$ cat src/hw/rtl/srw_pkg.sv
// Shared types and constants for the selective-repeat receiver window.
`timescale 1ns / 1ps

package srw_pkg;

  // Frame sequence numbers and the width of the released-run count on the port.
  localparam int SEQ_W      = 31;
  localparam int CNT_OUT_W  = 9;
  localparam int STATUS_W   = 3;
  localparam int WINDOW_DEF = 256;

  // Classification of a received frame.
  typedef logic [STATUS_W-1:0] status_t;
  localparam status_t ST_IN_ORDER = 3'd0;
  localparam status_t ST_OLD      = 3'd1;
  localparam status_t ST_FUTURE   = 3'd2;
  localparam status_t ST_ALREADY  = 3'd3;
  localparam status_t ST_BEYOND   = 3'd4;

  // Access request from the controller to the held-frame map.
  typedef struct packed {
    logic rd;
    logic wr;
    logic wr_bit;
  } map_ctl_t;

endpackage

$ cat src/hw/rtl/srw_held_map.sv
// Held-frame bitmap: one-bit synchronous memory with a clearing pass after reset.
`timescale 1ns / 1ps

module srw_held_map #(
  parameter int WINDOW = srw_pkg::WINDOW_DEF,
  parameter int AW     = $clog2(WINDOW)
) (
  input  logic             clk,
  input  logic             rst,
  input  srw_pkg::map_ctl_t ctl,
  input  logic [AW-1:0]    addr,
  output logic             q,
  output logic             busy
);

  localparam logic [AW-1:0] LAST = AW'(WINDOW - 1);

  logic          mem [WINDOW];
  logic [AW-1:0] clr_addr;

  // Clearing pass: one entry per cycle from reset until the last slot is written.
  always_ff @(posedge clk) begin
    if (rst) begin
      busy     <= 1'b1;
      clr_addr <= '0;
    end else if (busy) begin
      clr_addr <= clr_addr + 1'b1;
      if (clr_addr == LAST) begin
        busy <= 1'b0;
      end
    end
  end

  // Single port: the read data is registered, writes land at the end of the cycle.
  always_ff @(posedge clk) begin
    if (busy) begin
      mem[clr_addr] <= 1'b0;
    end else if (ctl.wr) begin
      mem[addr] <= ctl.wr_bit;
    end
    if (ctl.rd) begin
      q <= mem[addr];
    end
  end

endmodule

$ cat src/hw/rtl/selective_repeat_receiver_window_unit.sv
// Top level of the selective-repeat receiver window: classifier, run release and result register.
//
//   Channel | Signals                                        | Direction
//   --------+------------------------------------------------+----------
//   in      | in_valid, in_stall, frame_index                | into block
//   out     | out_valid, out_stall, status, ack_valid,       | out of block
//           | ack_number, deliver_first, deliver_count       |
//
// An old or out-of-window frame goes from S_CLASS straight to S_DONE, a new future
// frame through S_CLASS, S_SLOT, S_READ, S_CHECK and S_DONE, and an in-order frame through
// S_CLASS, then S_READ and S_CHECK once per map probe, then S_DONE (one map read and one map
// write-back per released held frame through the single memory port). After reset a clearing
// pass runs over every map slot with in_stall high. The next beat is taken as soon as a result
// is in the output register; a stalled result holds and the following item waits in its last step.
`timescale 1ns / 1ps

module selective_repeat_receiver_window_unit #(
  parameter int WINDOW = srw_pkg::WINDOW_DEF
) (
  input  logic                            clk,
  input  logic                            rst,
  input  logic                            in_valid,
  output logic                            in_stall,
  input  logic [srw_pkg::SEQ_W-1:0]       frame_index,
  output logic                            out_valid,
  input  logic                            out_stall,
  output srw_pkg::status_t                status,
  output logic                            ack_valid,
  output logic [srw_pkg::SEQ_W-1:0]       ack_number,
  output logic [srw_pkg::SEQ_W-1:0]       deliver_first,
  output logic [srw_pkg::CNT_OUT_W-1:0]   deliver_count
);

  localparam int AW = $clog2(WINDOW);
  localparam int CW = $clog2(WINDOW + 1);
  localparam int SW = srw_pkg::SEQ_W;

  localparam logic [AW-1:0]   SLOT_LAST = AW'(WINDOW - 1);
  localparam logic [CW-1:0]   WIN_CNT   = CW'(WINDOW);
  localparam logic [AW:0]     WIN_SUM   = (AW + 1)'(WINDOW);
  localparam logic [SW:0]     WIN_DIFF  = (SW + 1)'(WINDOW);
  localparam logic [SW-1:0]   SEQ_MAX   = '1;

  typedef enum logic [5:0] {
    S_IDLE  = 6'b000001,
    S_CLASS = 6'b000010,
    S_SLOT  = 6'b000100,
    S_READ  = 6'b001000,
    S_CHECK = 6'b010000,
    S_DONE  = 6'b100000
  } state_t;

  state_t            state;
  logic [SW-1:0]     frame;
  logic [SW-1:0]     next_exp;
  logic [AW-1:0]     next_slot;
  logic [AW-1:0]     slot_inc;
  logic [AW-1:0]     rd_addr;
  logic [AW-1:0]     diff_lo;
  logic [SW:0]       diff;
  logic [AW:0]       slot_sum;
  srw_pkg::status_t  cls;
  logic [SW-1:0]     first;
  logic [CW-1:0]     count;
  logic              run_more;
  logic              map_q;
  logic              map_busy;
  srw_pkg::map_ctl_t map_ctl;
  logic              out_free;

  // Held-frame map.
  srw_held_map #(
    .WINDOW (WINDOW),
    .AW     (AW)
  ) u_map (
    .clk  (clk),
    .rst  (rst),
    .ctl  (map_ctl),
    .addr (rd_addr),
    .q    (map_q),
    .busy (map_busy)
  );

  // Slot of the frame after next_exp; the sequence wrap restarts the slot at zero.
  always_comb begin
    if (next_exp == SEQ_MAX || next_slot == SLOT_LAST) begin
      slot_inc = '0;
    end else begin
      slot_inc = next_slot + 1'b1;
    end
  end

  // Distance ahead of the expected frame and the map slot of a future frame.
  assign diff     = {1'b0, frame} - {1'b0, next_exp};
  assign slot_sum = {1'b0, next_slot} + {1'b0, diff_lo};
  assign run_more = map_q && (count < WIN_CNT);
  assign out_free = !out_valid || !out_stall;
  assign in_stall = (state != S_IDLE) || map_busy;

  // Map accesses: read in S_READ, clear or set in S_CHECK. The next read is always
  // issued in a later state than the write-back, so no forwarding is needed.
  always_comb begin
    map_ctl = '0;
    if (state == S_READ) begin
      map_ctl.rd = 1'b1;
    end else if (state == S_CHECK) begin
      if (cls == srw_pkg::ST_IN_ORDER) begin
        map_ctl.wr     = run_more;
        map_ctl.wr_bit = 1'b0;
      end else begin
        map_ctl.wr     = !map_q;
        map_ctl.wr_bit = 1'b1;
      end
    end
  end

  // Sequencer and window state.
  always_ff @(posedge clk) begin
    if (rst) begin
      state     <= S_IDLE;
      next_exp  <= '0;
      next_slot <= '0;
      out_valid <= 1'b0;
    end else begin
      // The result beat is raised as an item leaves S_DONE and dropped once taken.
      if (state == S_DONE && out_free) begin
        out_valid <= 1'b1;
      end else if (out_valid && !out_stall) begin
        out_valid <= 1'b0;
      end
      case (state)
        S_IDLE: begin
          if (in_valid && !map_busy) begin
            frame <= frame_index;
            first <= '0;
            count <= '0;
            state <= S_CLASS;
          end
        end
        S_CLASS: begin
          if (frame == next_exp) begin
            cls       <= srw_pkg::ST_IN_ORDER;
            first     <= frame;
            count     <= CW'(1);
            next_exp  <= next_exp + 1'b1;
            next_slot <= slot_inc;
            rd_addr   <= slot_inc;
            state     <= S_READ;
          end else if (frame < next_exp) begin
            cls   <= srw_pkg::ST_OLD;
            state <= S_DONE;
          end else if (diff < WIN_DIFF) begin
            cls     <= srw_pkg::ST_FUTURE;
            diff_lo <= diff[AW-1:0];
            state   <= S_SLOT;
          end else begin
            cls   <= srw_pkg::ST_BEYOND;
            state <= S_DONE;
          end
        end
        S_SLOT: begin
          if (slot_sum >= WIN_SUM) begin
            rd_addr <= AW'(slot_sum - WIN_SUM);
          end else begin
            rd_addr <= slot_sum[AW-1:0];
          end
          state <= S_READ;
        end
        S_READ: begin
          state <= S_CHECK;
        end
        S_CHECK: begin
          if (cls == srw_pkg::ST_IN_ORDER) begin
            if (run_more) begin
              count     <= count + 1'b1;
              next_exp  <= next_exp + 1'b1;
              next_slot <= slot_inc;
              rd_addr   <= slot_inc;
              state     <= S_READ;
            end else begin
              state <= S_DONE;
            end
          end else begin
            if (map_q) begin
              cls <= srw_pkg::ST_ALREADY;
            end
            state <= S_DONE;
          end
        end
        S_DONE: begin
          if (out_free) begin
            state <= S_IDLE;
          end
        end
        default: begin
          state <= S_IDLE;
        end
      endcase
    end
  end

  // Result register, loaded as the item leaves S_DONE.
  always_ff @(posedge clk) begin
    if (state == S_DONE && out_free) begin
      status        <= cls;
      ack_valid     <= (cls != srw_pkg::ST_BEYOND);
      ack_number    <= (cls == srw_pkg::ST_BEYOND) ? '0 : frame;
      deliver_first <= first;
      deliver_count <= srw_pkg::CNT_OUT_W'(count);
    end
  end

  // An accepted beat always starts classification.
  a_accept_class: assert property (@(posedge clk) disable iff (rst)
    (in_valid && !in_stall) |=> (state == S_CLASS))
    else $error("accepted beat did not enter classification");

  // No beat is taken while the map clearing pass runs.
  a_busy_stall: assert property (@(posedge clk) disable iff (rst)
    map_busy |-> in_stall)
    else $error("input not stalled during map clearing");

  // Only an out-of-window frame goes unacknowledged.
  a_ack_beyond: assert property (@(posedge clk) disable iff (rst)
    out_valid |-> ((status == srw_pkg::ST_BEYOND) == !ack_valid))
    else $error("acknowledgement does not match status");

  // Frames are released only for an in-order arrival.
  a_deliver_order: assert property (@(posedge clk) disable iff (rst)
    (out_valid && status != srw_pkg::ST_IN_ORDER) |-> (deliver_count == '0))
    else $error("frames released for a frame not in order");

  // The tracked slot of the expected frame stays inside the map.
  a_slot_range: assert property (@(posedge clk) disable iff (rst)
    ({1'b0, next_slot} < WIN_SUM))
    else $error("expected-frame slot out of range");

endmodule

$ cat config.mk
export PLATFORM = sky130hd
export DESIGN_NAME = selective_repeat_receiver_window_unit
export DESIGN_NICKNAME = d
export VERILOG_FILES = /design/src/hw/rtl/srw_pkg.sv /design/src/hw/rtl/srw_held_map.sv /design/src/hw/rtl/selective_repeat_receiver_window_unit.sv
export SDC_FILE = /design/constraint.sdc
export NUM_CORES = 1
export LEC_CHECK = 0
export ABC_CLOCK_PERIOD_IN_PS = 11800
export BUFFER_PORTS_ARGS = -buffer_cell sky130_fd_sc_hd__buf_2
export CORE_ASPECT_RATIO = 1.2
export CORE_MARGIN = 2
export CORE_UTILIZATION = 60
export DETAILED_ROUTE_END_ITERATION = 12
export MAX_ROUTING_LAYER = met4
export PLACE_DENSITY_LB_ADDON = 0.12
export SETUP_SLACK_MARGIN = 0.3
export SLEW_MARGIN = 10
export SYNTH_ARGS = -nofsm -noshare
export SYNTH_HDL_FRONTEND = slang
export SYNTH_SLANG_ARGS = --single-unit
$ cat constraint.sdc
create_clock -name clk -period 11.8 [get_ports clk]
set_clock_uncertainty 0.1 [all_clocks]
set_input_delay 1.18 -clock clk [delete_from_list [all_inputs] [get_ports clk]]
set_output_delay 1.18 -clock clk [all_outputs]
set_load 0.05 [all_outputs]
Word-level counts from Yosys, hierarchy flattened
Memory sizes are Yosys's and may differ from the RTL's. A register that Yosys moved wholly into a read port is not among the register bits.
Cells that the tools add are included.
{"block": "op_classes", "add_sub_neg": 7, "n_lt_le_gt_ge": 4, "n_eq_ne": 20, "muxes": 49, "n_bitwise": 3, "reduce_logical": 26}
{"operator": "31-bit 2-to-1 mux", "n": 5}
{"operator": "31-bit case mux with 2 select lines", "n": 2}
{"operator": "8-bit 2-to-1 mux", "n": 6}
{"operator": "6-bit 2-to-1 mux", "n": 7}
{"operator": "9-bit 2-to-1 mux", "n": 4}
{"operator": "6-bit case mux with 6 select lines", "n": 1}
{"operator": "32-bit by 9-bit less-than comparator with 1-bit output (second input constant)", "n": 1}
{"operator": "31-bit by 31-bit subtractor with 32-bit output", "n": 1}
{"operator": "31-bit by 1-bit adder with 31-bit output (second input constant)", "n": 1}
{"operator": "31-bit equality test", "n": 1}
{"operator": "31-bit equality test (second input constant)", "n": 1}
{"operator": "31-bit less-than comparator", "n": 1}
{"operator": "9-bit case mux with 3 select lines", "n": 1}
{"operator": "8-bit case mux with 3 select lines", "n": 1}
{"operator": "8-bit by 1-bit adder with 8-bit output (second input constant)", "n": 2}
{"operator": "8-bit equality test (second input constant)", "n": 2}
{"operator": "8-bit case mux with 2 select lines", "n": 1}
{"operator": "3-bit 2-to-1 mux", "n": 5}
{"operator": "1-bit 2-to-1 mux", "n": 12}
{"operator": "4-bit AND reduction", "n": 3}
{"operator": "2-bit != test (second input constant)", "n": 5}
{"operator": "5-bit AND reduction", "n": 2}
{"operator": "8-bit by 8-bit adder with 9-bit output", "n": 1}
{"operator": "9-bit by 1-bit adder with 9-bit output (second input constant)", "n": 1}
{"operator": "26 further kinds", "n": 42}
{"block": "totals", "ff_bits": 220, "ramBits": 256, "in_bits": 35, "out_inout_bits": 77, "wordCells": 127, "n_memories": 1}
{"memory": "u_map.mem", "words": 256, "width": 1, "read_ports": 1, "rd_clocked_by_memory_dff": 1, "wr": 1, "line": "srw_held_map.sv:18", "source": "logic mem [WINDOW];"}

Depth between registers and ports, before layout
{"block": "depth", "ltp_word": 10, "mapped_depth": 13, "depth_no_buf": 12}

Hierarchy
Synthesis repeated with hierarchy kept, for this count alone.
{"block": "hier_totals", "hier_cells": 1801, "hier_area_um2": 22205.0}
{"mod": "srw_held_map", "n_inst": 1, "cells_each": 894, "area_per_inst_um2": 11882.6, "seq_area_each_um2": 7897.6}
{"mod": "selective_repeat_receiver_window_unit", "n_inst": 1, "cells_each": 907, "area_per_inst_um2": 10322.4, "seq_area_each_um2": 5875.6}

Least setup slack after synthesis
OpenSTA, ideal clock, no wires.
{"block": "synth_timing", "path_kind": "register -> register", "startpoint": "register state[2]", "endpoint": "memory u_map.mem[0], data pin", "setup_ns": 1.393, "arrival_time_ns": 7.655, "t_required_ns": 10.307, "setup_slack_ns": 2.652, "path_stages_with_launch": 8, "period_less_slack_ns": 9.148, "cell_sequence": "dfxtp_1 > clkbuf_1 > or4_1 > or3b_1 > nor2_1 > nand2_1 > clkbuf_1 > nor2_1"}
{"block": "synth_via", "elab_chain_len": 8, "elab_cells_between_ends": 9, "cone_classes": "eq/ne: 2; mux: 6; reduce/logical: 1"}
{"item": "from (decl)", "line": "selective_repeat_receiver_window_unit.sv:53", "source": "state_t state;"}
{"item": "from (signal assigned)", "line": "selective_repeat_receiver_window_unit.sv:120", "source": "state <= S_IDLE;"}
{"item": "from (signal assigned)", "line": "selective_repeat_receiver_window_unit.sv:137", "source": "state <= S_CLASS;"}
{"item": "from (signal assigned)", "line": "selective_repeat_receiver_window_unit.sv:148", "source": "state <= S_READ;"}
{"item": "6-bit by 5-bit equality test with 1-bit output", "line": "selective_repeat_receiver_window_unit.sv:106", "source": "end else if (state == S_CHECK) begin"}
{"item": "2-bit 2-to-1 mux", "line": "selective_repeat_receiver_window_unit.sv:106"}
{"item": "2-bit 2-to-1 mux *", "line": "selective_repeat_receiver_window_unit.sv:104", "source": "if (state == S_READ) begin"}
{"item": "1-bit 2-to-1 mux", "line": "srw_held_map.sv:38", "source": "end else if (ctl.wr) begin"}
{"item": "1-bit 2-to-1 mux", "line": "srw_held_map.sv:36", "source": "if (busy) begin"}
{"item": "1-bit 2-to-1 mux (not written as such)", "line": "srw_held_map.sv:39", "source": "mem[addr] <= ctl.wr_bit;"}
{"item": "1-bit OR reduction (no line)"}
{"item": "1-bit 2-to-1 mux (no line) *"}
{"item": "to (decl)", "line": "srw_held_map.sv:18"}
Mark *: on every way between the ends. The rest lies on a longest branch, timed or not.

Worst setup path after layout
{"block": "layout_timing", "startpoint": "register next_exp[4]", "endpoint": "register diff_lo[1], enable pin"}
{"block": "layout_via", "elab_chain_len": 3, "elab_cells_between_ends": 7, "cone_classes": "add/sub: 1; order compare: 2; eq/ne: 1; bitwise: 2; reduce/logical: 1"}
{"item": "from (decl)", "line": "selective_repeat_receiver_window_unit.sv:55", "source": "logic [SW-1:0] next_exp;"}
{"item": "from (signal assigned)", "line": "selective_repeat_receiver_window_unit.sv:145", "source": "next_exp <= next_exp + 1'b1;"}
{"item": "from (signal assigned)", "line": "selective_repeat_receiver_window_unit.sv:176", "source": "next_exp <= next_exp + 1'b1;"}
{"item": "31-bit by 31-bit subtractor with 32-bit output (tied with other cells)", "line": "selective_repeat_receiver_window_unit.sv:94", "source": "assign diff = {1'b0, frame} - {1'b0, next_exp};"}
{"item": "32-bit by 9-bit less-than comparator with 1-bit output or 1-bit NOT (tied branches)"}
{"item": "5-bit AND reduction (no line) *"}
{"item": "to (signal assigned)", "line": "selective_repeat_receiver_window_unit.sv:154", "source": "diff_lo <= diff[AW-1:0];"}
{"item": "to (decl)", "line": "selective_repeat_receiver_window_unit.sv:59", "source": "logic [AW-1:0] diff_lo;"}
Marks and branches as above.
A chain may end at the register's enable or synchronous reset.

==> flow_metrics.env <==
export IMPL_status="complete, no violations"
export IMPL_synth_xor_area_frac=0.0263
export IMPL_synth_cell_types=73
export IMPL_antenna_found_initial=0
export IMPL_setup_violations=0
export IMPL_ys_top_cells_by_area="edfxtp_1, mux4_2, nor2_1"
export IMPL_vias=14740
export IMPL_cts_clk_slew_worst_paths_ns=0.07
export IMPL_grt_max_degree=132
export IMPL_dieArea_mm2=0.0388
export IMPL_cts_resized=0
export IMPL_io_buffers=111
export IMPL_crit_family="simple AND/OR/NAND/NOR gates"
export IMPL_fp_dieW_um=180
export IMPL_first_pass_iters=5
export IMPL_post_route_util=0.672
export IMPL_cp_max_fo=8
export IMPL_synth_most_common_cell="edfxtp_1"
export IMPL_holdBufCountCts=0
export IMPL_post_cts_buffers=0
export IMPL_fillCellCount=2642
export IMPL_rsz0062_at_grt="no"
export IMPL_synth_mux_area_frac=0.0907
export IMPL_crit_type="flop to flop"
export IMPL_ant_nets=0
export IMPL_synth_seq_cells=477
export IMPL_async_reset_ff_frac=0
export IMPL_io_pins=112
export IMPL_yosys_area_share_simple=0.148
export IMPL_worst_slew_pin_slew_ns=1.25
export IMPL_hold_viol_final=0
export IMPL_grt_ovfl_total=0
export IMPL_crit_buf_inv=1
export IMPL_vias_per_cell=6.26
export IMPL_p_leak_nw=7.93
export IMPL_fin_crit_ns=4.99
export IMPL_crit_path_end_kind="flop"
export IMPL_yosys_most_used_dff="edfxtp_1"
export IMPL_htreeDepth=2
export IMPL_cts_root_buf="clkbuf_16"
export IMPL_gp_congestion=0.939
export IMPL_max_freq_mhz=200
export IMPL_rows=77
export IMPL_holdCritPathClass="flop to flop"
export IMPL_slowest_stage="nor3_1"
export IMPL_worstPathRequired_ns=11.87
export IMPL_nets=1923
export IMPL_fin_total_pwr_mw=3.34
export IMPL_worstPathArrival_ns=5.07
export IMPL_crit_top_cell="nand4_1"
export IMPL_areaGrowthSynthToFinish_pct=10.8
export IMPL_finalWirelength_mm=54.9
export IMPL_synth_area_leader_cell="edfxtp_1"
export IMPL_critPathMaxStageDelay_ns=0.86
export IMPL_core_mm2=0.0368
export IMPL_powerDensity_mw_per_mm2=135
export IMPL_grt_pass1_wl_mm=84.6
export IMPL_synth_compound_area_share=0.0649
export IMPL_ys_seq_area_frac=0.617
export IMPL_tns_ns=0
export IMPL_synth_area_mm2=0.0223
export IMPL_relSlewSlack=0.170
export IMPL_syn_area_per_cell_um2=12.6
export IMPL_wl_per_cell_um=23.3
export IMPL_clk_latency_ns=0.56
export IMPL_synth_edf_count=422
export IMPL_initial_core_util=0.607
export IMPL_worstSetupStartpointType="flop"
export IMPL_layout_drive_gt1_share=0.158
export IMPL_cts_buffer_depth=3
export IMPL_die_h_um=215
export IMPL_path_cells="inv_1, ha_1, nand2_1, a211oi_1, o21ai_0, nor2b_1, a2111oi_0, nand4_1, nor4_1, nand4_1, nor3_1"
export IMPL_ys_top_cells_by_count="edfxtp_1, nor2_1, nand2_1, clkbuf_1, mux4_2"
export IMPL_irDropWorstVdd_mv=0.147
export IMPL_synthAdderAreaFrac=0.0253
export IMPL_fin_crit_sh=0.423
export IMPL_cts_tree="done"
export IMPL_cts_sink_count=477
export IMPL_grt_pass1_vias=14927
export IMPL_instances_no_fill=2355
export IMPL_synth_warning_count=0
export IMPL_synthCells=1777
export IMPL_track_usage=0.293
export IMPL_yosysTopAreaCellShare=0.568
export IMPL_drv_slew=0
export IMPL_first_iter_violations=1560
export IMPL_dp_hpwl_mm=36.3
export IMPL_drcViolationCount=0
export IMPL_diodes=0
export IMPL_dp_cells=2270
export IMPL_drv_cap=0
export IMPL_synth_fp_nets=1856
export IMPL_cts_buffers=46
export IMPL_synth_top_family_by_area="simple AND/OR/NAND/NOR gates"
==> worst register-to-register path: cells and delay by family (launching register included) <==
family                     cells  cell delay (ns)
AOI/OAI and AO/OA              3             1.61
adders and majority gates      1             0.38
buffers and inverters          1             0.10
DFF                            1             0.39
and+or+nand+nor                6             2.03
==> path summary, 6_finish.rpt <==
| check | endpoint | depth (start not counted) | from | slack (ns) |
|---|---|---|---|---|
| worst min register to register | deliver_first[12]$_DFFE_PP_ | 0 | first[12]$_SDFFCE_PN0P_ | 0.31 |
| worst min-delay path | deliver_first[12]$_DFFE_PP_ | 0 | first[12]$_SDFFCE_PN0P_ | 0.31 |
| worst max register to register | diff_lo[1]$_DFFE_PP_ | 11 | next_exp[4]$_SDFFE_PP0P_ | 6.81 |
| worst max-delay path | diff_lo[1]$_DFFE_PP_ | 11 | next_exp[4]$_SDFFE_PP0P_ | 6.81 |
==> report_power, final <==
part | total (mW) | switching (mW) | internal, mW
clock | 1.50 | 0.640 | 0.857
sequential | 1.81 | 0.00169 | 1.81
combinational | 0.0331 | 0.0248 | 0.00826
==> cell type report <==
type,count,area (um^2),area share
Tap cell,474,593,0.0240
Multi-Input combinational cell,1141,7970,0.322
Timing Repair Buffer,124,653,0.0264
Inverter,54,203,0.00820
Sequential cell,477,13800,0.557
Clock inverter,35,372,0.0150
Clock buffer,50,1170,0.0472
==> cell usage in the layout (no fill, tap or decap), types with 13 or more instances in the layout <==
cell type and n:
edfxtp_1 422, nor2_1 355, buf_2 111, nand2_1 104
mux4_2 85, a21oi_1 60, dfxtp_1 55, inv_1 53
xnor2_1 47, clkbuf_16 46, o21ai_0 42, ha_1 42
and2_1 37, nor2b_1 33, nand3_1 31, nor3_1 28
nand4_1 27, xor2_1 20, nand2b_1 16, nand3b_1 15
and3_1 14, buf_4 13
==> registers in the layout, indices dropped and copies added (netlist names), 9 cells and up <==
| signal | flops |
|---|---|
| u_map.mem | 256 |
| frame | 31 |
| first | 31 |
| count | 9 |
| deliver_first | 31 |
| deliver_count | 9 |
| ack_number | 31 |
| next_exp | 31 |
==> logic make-up after synthesis <==
kind of cell | after synthesis
flops | 477
compound gates | 225
simple gates | 709
mux | 96
buf+inv | 159
fa+ha+maj | 44
xor+xnor | 67
==> through the flow <==
stage / area, um^2 / hold slack [ns] / worst slack, ns
2_1_floorplan: 22300 / 0.300 / 2.65
3_3_place_gp: 23200 / 0.302 / 7.01
3_5_place_dp: 23200 / 0.305 / 6.94
4_1_cts: 24700 / 0.310 / 6.93
5_1_grt: 24700 / 0.317 / 6.46
6_report: 24700 / 0.313 / 6.81
==> layer usage <==
| layer | part of all wire | track usage | vias to the layer above | wire length (um) |
|---|---|---|---|---|
| met4 | 0.041 | 0.114 | 0 | 2280 |
| met3 | 0.051 | 0.0308 | 143 | 2790 |
| li1 | - | - | 6676 | - |
| met2 | 0.53 | 0.520 | 539 | 29200 |
| met1 | 0.38 | 0.345 | 7382 | 20600 |
| met5 | 0 | - | - | 0 |
Note: power is estimated with default switching activity, not from simulation.
